[config.mk]
export PLATFORM = sky130hd
export DESIGN_NAME = lsps_scale
export DESIGN_NICKNAME = d
export VERILOG_FILES = /design/src/hw/rtl/lsps_pkg.sv /design/src/hw/rtl/lsps_scale.sv
export SDC_FILE = /design/constraint.sdc
export NUM_CORES = 1
export LEC_CHECK = 0
export BUFFER_PORTS_ARGS = -buffer_cell sky130_fd_sc_hd__buf_2
export CORE_MARGIN = 1.5
export CORE_UTILIZATION = 40
export CTS_CLUSTER_SIZE = 12
export DETAILED_ROUTE_END_ITERATION = 7
export MAX_ROUTING_LAYER = met4
export PLACE_DENSITY = 0.63
export SLEW_MARGIN = 20
export SYNTH_ARGS = -nofsm -noshare
export SYNTH_HDL_FRONTEND = slang
export SYNTH_SLANG_ARGS = --single-unit
[constraint.sdc]
create_clock -name i_clk -period 7.82 [get_ports i_clk]
set_input_delay 1.564 -clock i_clk [delete_from_list [all_inputs] [get_ports i_clk]]
set_output_delay 1.564 -clock i_clk [all_outputs]
set_load 0.01 [all_outputs]
[src/hw/rtl/lsps_pkg.sv]
`timescale 1ns / 1ps
// ----------------------------------------------------------------------------
// LED strip streamer package
// Shared sizes, reset values, command and register codes, and the FSM states.
// ----------------------------------------------------------------------------
package lsps_pkg;

    // Frame store size and derived widths
    localparam int MAX_LEDS  = 256;
    localparam int LED_AW    = $clog2(MAX_LEDS);
    localparam int CNT_W     = $clog2(MAX_LEDS + 3);
    localparam int CMP_W     = (CNT_W + 1 > 9) ? CNT_W + 1 : 9;

    // Field widths
    localparam int CMD_W     = 3;
    localparam int IDX_W     = 8;
    localparam int CHAN_W    = 8;
    localparam int COLOUR_W  = 3 * CHAN_W;
    localparam int SLOT_W    = 6;
    localparam int DUTY_W    = 8;
    localparam int BIT_W     = 5;
    localparam int BRIGHT_W  = 7;
    localparam int LCOUNT_W  = 9;
    localparam int CFG_W     = 9;
    localparam int CFG_IDX_W = 2;

    // Buffer geometry
    localparam int HALF_SLOTS = 24;
    localparam int ALL_SLOTS  = 48;

    // Register reset values
    localparam logic [BRIGHT_W-1:0] BRIGHT_RST = 7'd100;
    localparam logic [LCOUNT_W-1:0] LCOUNT_RST = 9'd256;
    localparam logic [DUTY_W-1:0]   ZERO_RST   = 8'd27;
    localparam logic [DUTY_W-1:0]   ONE_RST    = 8'd54;

    // Divide by 100 as multiply by reciprocal: exact for products below 43690
    localparam int                PROD_W      = CHAN_W + BRIGHT_W;
    localparam logic [15:0]       SCALE_MUL   = 16'd41944;
    localparam int                SCALE_SHIFT = 22;
    localparam int                RECIP_W     = PROD_W + 16;
    localparam logic [CHAN_W-1:0] CHAN_MAX    = 8'hFF;

    typedef enum logic [CMD_W-1:0] {
        CMD_SET_LED   = 3'd0,
        CMD_CLEAR     = 3'd1,
        CMD_START     = 3'd2,
        CMD_HALF_DONE = 3'd3,
        CMD_FULL_DONE = 3'd4
    } t_cmd;

    typedef enum logic [CFG_IDX_W-1:0] {
        CFG_BRIGHTNESS = 2'd0,
        CFG_LED_COUNT  = 2'd1,
        CFG_ZERO_TIME  = 2'd2,
        CFG_ONE_TIME   = 2'd3
    } t_cfg_idx;

    typedef enum logic [2:0] {
        S_IDLE  = 3'd0,
        S_SCALE = 3'd1,
        S_WRITE = 3'd2,
        S_READ  = 3'd3,
        S_EMIT  = 3'd4
    } t_state;

endpackage

[src/hw/rtl/lsps_scale.sv]
`timescale 1ns / 1ps
// ----------------------------------------------------------------------------
// Brightness scaler
// Two stages: channel times brightness, then divide by 100 and saturate.
// Output word is packed green, red, blue.
// ----------------------------------------------------------------------------
module lsps_scale
    import lsps_pkg::*;
(
    input  logic                i_clk,
    input  logic [BRIGHT_W-1:0] i_brightness,
    input  logic [CHAN_W-1:0]   i_red,
    input  logic [CHAN_W-1:0]   i_green,
    input  logic [CHAN_W-1:0]   i_blue,
    output logic [COLOUR_W-1:0] o_grb
);

    logic [PROD_W-1:0] r_prod_red;
    logic [PROD_W-1:0] r_prod_green;
    logic [PROD_W-1:0] r_prod_blue;

    // Divide a product by 100 and clamp to one channel
    function automatic logic [CHAN_W-1:0] div_sat(input logic [PROD_W-1:0] p);
        logic [RECIP_W-1:0]             q;
        logic [RECIP_W-SCALE_SHIFT-1:0] v;
        q = RECIP_W'(p) * RECIP_W'(SCALE_MUL);
        v = q[RECIP_W-1:SCALE_SHIFT];
        return (v > (RECIP_W - SCALE_SHIFT)'(CHAN_MAX)) ? CHAN_MAX : v[CHAN_W-1:0];
    endfunction

    // Stage one: register the products
    always_ff @(posedge i_clk) begin
        r_prod_red   <= PROD_W'(i_red)   * PROD_W'(i_brightness);
        r_prod_green <= PROD_W'(i_green) * PROD_W'(i_brightness);
        r_prod_blue  <= PROD_W'(i_blue)  * PROD_W'(i_brightness);
    end

    // Stage two: reciprocal multiply feeding the store write
    assign o_grb = {div_sat(r_prod_green), div_sat(r_prod_red), div_sat(r_prod_blue)};

endmodule

==> flow_summary_export.csv, run 1 <==
group,metric,value,unit
floorplanning,floorplan.initialDensity,0.404,
clock_tree,htree_levels,2,
floorplanning,core.rowCount,75,
global_route,antenna_found_initial,4,
clock_tree,cts_buffers,5,
timing,setup_violations,0,
timing,setup-tns-final,0,ns
synth,ys_seq_elements,45,
timing,period_share,0.914,
floorplanning,die_area,43500,um^2
synth,syn_nets,2507,
timing,slew_headroom,0.642,
floorplanning,ios,56,
critical_path,end_kind,"output port",
routing,routed_via_density,4.89,
timing,maxSlewViolCount,0,
critical_path,cp.arrival,5.58,ns
synth,syn_avg_cell_area,9.48,um^2
timing,hold_viol_final,0,
critical_path,startpoint,"r_prod_green[12]",
routing,wl,33.8,mm
placement,dp_cells,2360,
final_layout,drive_above_1_share,0.0394,
synth,synth_area_leaders,"fa_1 (35%), ha_1 (30%), inv_1 (10%)",
clock_tree,cts_tree,"yes",
synth,seq_area_frac_synth,0.0533,
clock_tree,post-cts-setup-buffers,0,
routing,wire_per_inst,14.3,um
routing,wl_met1,16.4,mm
run,maxCapViolations,0,
routing,drtAntennaViolNets,0,
synth,netlist_instances,1782,
outcome,status,"finished clean",
synth,synth_top_cell_by_area,"fa_1",
critical_path,path_class,"flip-flop to output port",
clock_tree,ctsRootBufferMaster,"clkbuf_16",
routing,wl_met2,16.1,mm
timing,period_needed,7.15,ns
synth,syn-cell-area,16900,um^2
routing,wl_met3,1.06,mm
synth,synth_cell_types,54,
global_route,grt.overflow.total,0,
floorplanning,fp.dieH,209,um
placement,dpl_cell_area,17800,um^2
routing,first_pass_iters,7,
synth,synth_top_flop_cell,"dfxtp_1",
timing,max_freq,140,MHz
critical_path,path_max_fanout,7,
placement,dp_hpwl,30.6,mm
clock_tree,hold_buffers,0,
floorplanning,core-area,41900,um^2
final_layout,n_fill_cell,4041,
final_layout,instances_no_fill,2372,
timing,rsz0062_at_grt,"no",
final_layout,area_growth,6.19,%
global_route,grt_pass1_wl,60.3,mm
placement,place_congestion,0.899,
critical_path,crit_end,"o_grb[17]",
global_route,track_usage,0.173,
clock_tree,cts_buffer_depth,2,
final_layout,final_net_count,2553,
floorplanning,die_x,209,um
critical_path,start_kind,"flip-flop",
synth,synth_top_cell_area_share,0.348,
routing,drt_first_iter_violations,411,
critical_path,cp.required,6.26,ns
global_route,grt_pass1_vias,12838,
routing,post-route-drc-count,0,
timing,tightest_slew,0.534,ns
synth,synth_edf_count,0,
synth,async_reset_ff_frac,0,
final_layout,final_area,17900,um^2
synth,ys_warn_count,0,
global_route,grt_max_degree,25,
clock_tree,clk_pin_slew,0.06,ns
clock_tree,cts_resized,0,
clock_tree,clock-sinks,45,
worst_hold_path,worstHoldPathType,"primary input to flip-flop",
placement,portBuffers,55,
routing,via_count,11596,
routing,routed.top_layer,"met4",
cells in the final DEF (no fill, tap or decap), types with 25 or more instances in the layout:
master and instances:
xor2_1 25, fa_1 294, o21ai_0 36, a21o_1 34
ha_1 399, buf_2 55, and2_1 67, a21oi_1 64
xnor2_1 36, nand2_1 145, inv_1 472, dfxtp_1 45
Yosys cell counts (2+ instances only):
cell and n:
a31oi_1 5, nor4_1 2, ha_1 399, clkbuf_1 16
nor3b_1 2, a41oi_1 2, o21ai_0 36, and2_1 67
a2111oi_0 2, nand4_1 10, o21bai_1 11, a21oi_1 64
a211o_1 2, nor3_1 5, o22ai_1 4, xnor2_1 36
inv_1 472, o31ai_1 3, dfxtp_1 45, nand2b_1 6
nor2b_1 7, fa_1 294, nand2_1 145, a311oi_1 3
a221o_1 3, nand3_1 10, a221oi_1 3, o211ai_1 3
o21ai_1 2, and4_1 2, xor2_1 25, a21o_1 34
o21a_1 4, a211oi_1 9, and3_1 9, a32oi_1 2
nor2_1 21
layer usage:
| metal | global-route usage | vias to the layer above |
|---|---|---|
| met2 | 0.294 | 154 |
| met5 | - | - |
| met3 | 0.0177 | 22 |
| met4 | 0.0265 | 0 |
| met1 | 0.228 | 5701 |
| li1 | - | 5719 |
stage by stage:
stage	setup slack [ns]	hold slack (ns)	util
floorplan	1.39	1.69	-
global placement	1.03	1.89	0.425
detailed placement	0.960	1.89	0.425
CTS	0.602	1.57	0.429
global route	0.0993	1.59	0.429
finish	0.671	1.58	0.429
registers in the layout, summed over array words and instances (netlist names):
name          count
r_prod_green     15
r_prod_red       15
r_prod_blue      15
how the worst min path moves through the flow:
| stage | start | to | slack [ns] | cells after the start |
|---|---|---|---|---|
| 2_1_floorplan | i_blue[0] | r_prod_blue[0] | 1.69 | 1 |
| 3_3_place_gp | i_blue[0] | r_prod_blue[0] | 1.89 | 2 |
| 3_5_place_dp | i_green[0] | r_prod_green[0] | 1.89 | 2 |
| 4_1_cts | i_green[0] | r_prod_green[0] | 1.57 | 2 |
| 5_1_grt | i_green[0] | r_prod_green[0] | 1.59 | 2 |
| 6_report | i_green[0] | r_prod_green[0] | 1.58 | 2 |
area by class of cell:
type / count / area [um^2] / area share
Antenna cell: 4 / 10.0 / 0.000558
Clock buffer: 5 / 125 / 0.00697
Clock inverter: 3 / 21.3 / 0.00119
Inverter: 472 / 1770 / 0.0987
Multi-Input combinational cell: 1249 / 14200 / 0.789
Sequential cell: 45 / 901 / 0.0502
Tap cell: 539 / 674 / 0.0376
Timing Repair Buffer: 55 / 275 / 0.0153
logic make-up (layout without fill, tap and decap cells):
family	Yosys count	in the layout	share of synthesized area
XOR/XNOR	62	62	0.0326
adder cells (fa/ha/maj)	693	693	0.644
AO/OA/AOI/OAI	203	203	0.0785
other	0	4	0
AND/OR/NAND/NOR	291	291	0.0836
buffers and inverters	488	535	0.108
flip-flops	45	45	0.0533
critical path: stages (launching register included):
cell and delay (ns):
dfxtp_1 0.58, fa_1 0.50, ha_1 0.29, inv_1 0.05
fa_1 0.47, inv_1 0.05, fa_1 0.52, inv_1 0.06
fa_1 0.53, inv_1 0.04, ha_1 0.34, and4_1 0.23
and3_1 0.18, o211ai_1 0.10, and3_1 0.25, a211oi_2 0.25
o21ai_1 0.11, a21oi_1 0.40, o21ai_0 0.17, buf_2 0.16
Power of run 1 is left out: the tool's default activity adds up to more than one toggle a clock period on the data nets, which glitch-free logic cannot reach.
==> run 2, diff against run 1 <==
- CORE_ASPECT_RATIO: not set -> 0.75
==> run 2 against run 1 <==
- count of clock-buffer cells in the layout is the same
- sequential share of layout area about the same
- via count is 0.89% higher
- routed wire length increased by 3.8%
- die area barely moved
- first-iteration DRC count grew 44%
- global-route usage increased by 0.74 points
- utilization grew 0.71 points
- non-clock buffer count unchanged
- maximum frequency fell by 0.96%
- highest routed layer unchanged
==> flow_summary_export.csv, run 2 (synthesis gave the netlist of run 1 again) <==
group,metric,value,unit
critical_path,crit_slowest_cell,"dfxtp_1",
clock_tree,cts_buffers,5,
critical_path,path_class,"flip-flop to output port",
final_layout,most-common-layout-cells,"inv_1 (472), ha_1 (399), fa_1 (294), nand2_1 (145), and2_1 (67)",
final_layout,top_regs,"r_prod_blue (15), r_prod_green (15), r_prod_red (15)",
critical_path,cp.arrival,5.65,ns
timing,slew_headroom,0.521,
timing,period_needed,7.22,ns
global_route,grt_max_degree,25,
clock_tree,cts_tree,"yes",
global_route,grt.overflow.total,0,
critical_path,critPathTopFamily,"adder cells",
timing,setup_violations,0,
floorplanning,ios,56,
routing,wl,35.1,mm
critical_path,cp.required,6.26,ns
global_route,track_usage,0.181,
final_layout,final_net_count,2553,
run,maxCapViolations,0,
clock_tree,post-cts-setup-buffers,0,
critical_path,path_max_fanout,7,
critical_path,worstPathCellList,"fa_1, ha_1, inv_1, fa_1, inv_1, fa_1, inv_1, fa_1, inv_1, ha_1, and4_1, and3_1, o211ai_1, and3_1, a211oi_2, o21ai_1, a21oi_1, o21ai_0, buf_2",
floorplanning,core.rowCount,64,
timing,whs,1.60,ns
critical_path,start_kind,"flip-flop",
timing,maxSlewViolCount,0,
timing,period_share,0.923,
routing,via_count,11699,
critical_path,crit_buf_inv,5,
final_layout,final_common_cell,"inv_1",
worst_hold_path,worstHoldPathType,"primary input to flip-flop",
routing,post-route-drc-count,0,
global_route,antenna_found_initial,3,
routing,routed_via_density,4.88,
timing,hold_viol_final,0,
final_layout,instances_no_fill,2395,
timing,rsz0062_at_grt,"no",
timing,max_freq,139,MHz
timing,setup-tns-final,0,ns
placement,dp_hpwl,31.5,mm
global_route,grt_pass1_vias,12570,
critical_path,end_kind,"output port",
floorplanning,die_area,43500,um^2
floorplanning,floorplan.initialDensity,0.410,
clock_tree,clock-sinks,45,
final_layout,multi_input_area,14200,um^2
placement,dp_cells,2382,
routing,drt_first_iter_violations,593,
floorplanning,fp.dieH,181,um
placement,dpl_cell_area,17800,um^2
clock_tree,htree_levels,2,
outcome,status,"finished clean",
placement,place_congestion,0.884,
clock_tree,ctsRootBufferMaster,"clkbuf_16",
clock_tree,cts_buffer_depth,2,
critical_path,cp_slowest_stage_delay,0.58,ns
routing,first_pass_iters,6,
clock_tree,clk_pin_slew,0.07,ns
clock_tree,hold_buffers,0,
final_layout,regArea,901,um^2
floorplanning,core-area,41200,um^2
routing,wire_per_inst,14.7,um
routing,drtAntennaViolNets,0,
clock_tree,cts_resized,0,
final_layout,final_area,18000,um^2
final_layout,n_fill_cell,4018,
final_layout,area_growth,6.37,%
placement,portBuffers,55,
floorplanning,die_x,240,um
global_route,grt_pass1_wl,62.0,mm
final_layout,drive_above_1_share,0.0394,
timing,tightest_slew,0.714,ns
run 2: through the flow:
step / worst slack, ns / utilization
floorplan: 1.39 / -
global placement: 0.989 / 0.432
detailed placement: 0.937 / 0.432
CTS: 0.574 / 0.436
global route: 0.185 / 0.436
finish: 0.602 / 0.436
run 2: final timing paths:
| check | startpoint | endpoint | slack (ns) | depth (start not counted) |
|---|---|---|---|---|
| setup / recovery | r_prod_green[12] | o_grb[21] | 0.60 | 19 |
| hold / removal | i_blue[0] | r_prod_blue[0] | 1.60 | 2 |
run 2: area by class of cell:
cell class                      instances  area share
Antenna cell                            5    0.000696
Timing Repair Buffer                   55      0.0153
Clock inverter                          3     0.00118
Multi-Input combinational cell       1249       0.788
Tap cell                              561      0.0390
Sequential cell                        45      0.0501
Inverter                              472      0.0986
Clock buffer                            5     0.00696
run 2: routing by layer:
| metal | global-route usage | share of wire | wire (um) | vias up |
|---|---|---|---|---|
| li1 | - | - | - | 5721 |
| met1 | 0.266 | 0.53 | 18500 | 5802 |
| met2 | 0.271 | 0.43 | 15000 | 157 |
| met3 | 0.0234 | 0.039 | 1350 | 19 |
| met4 | 0.0214 | 0.0081 | 284 | 0 |
| met5 | - | 0 | 0 | - |
Power of run 2 is left out for the same reason.
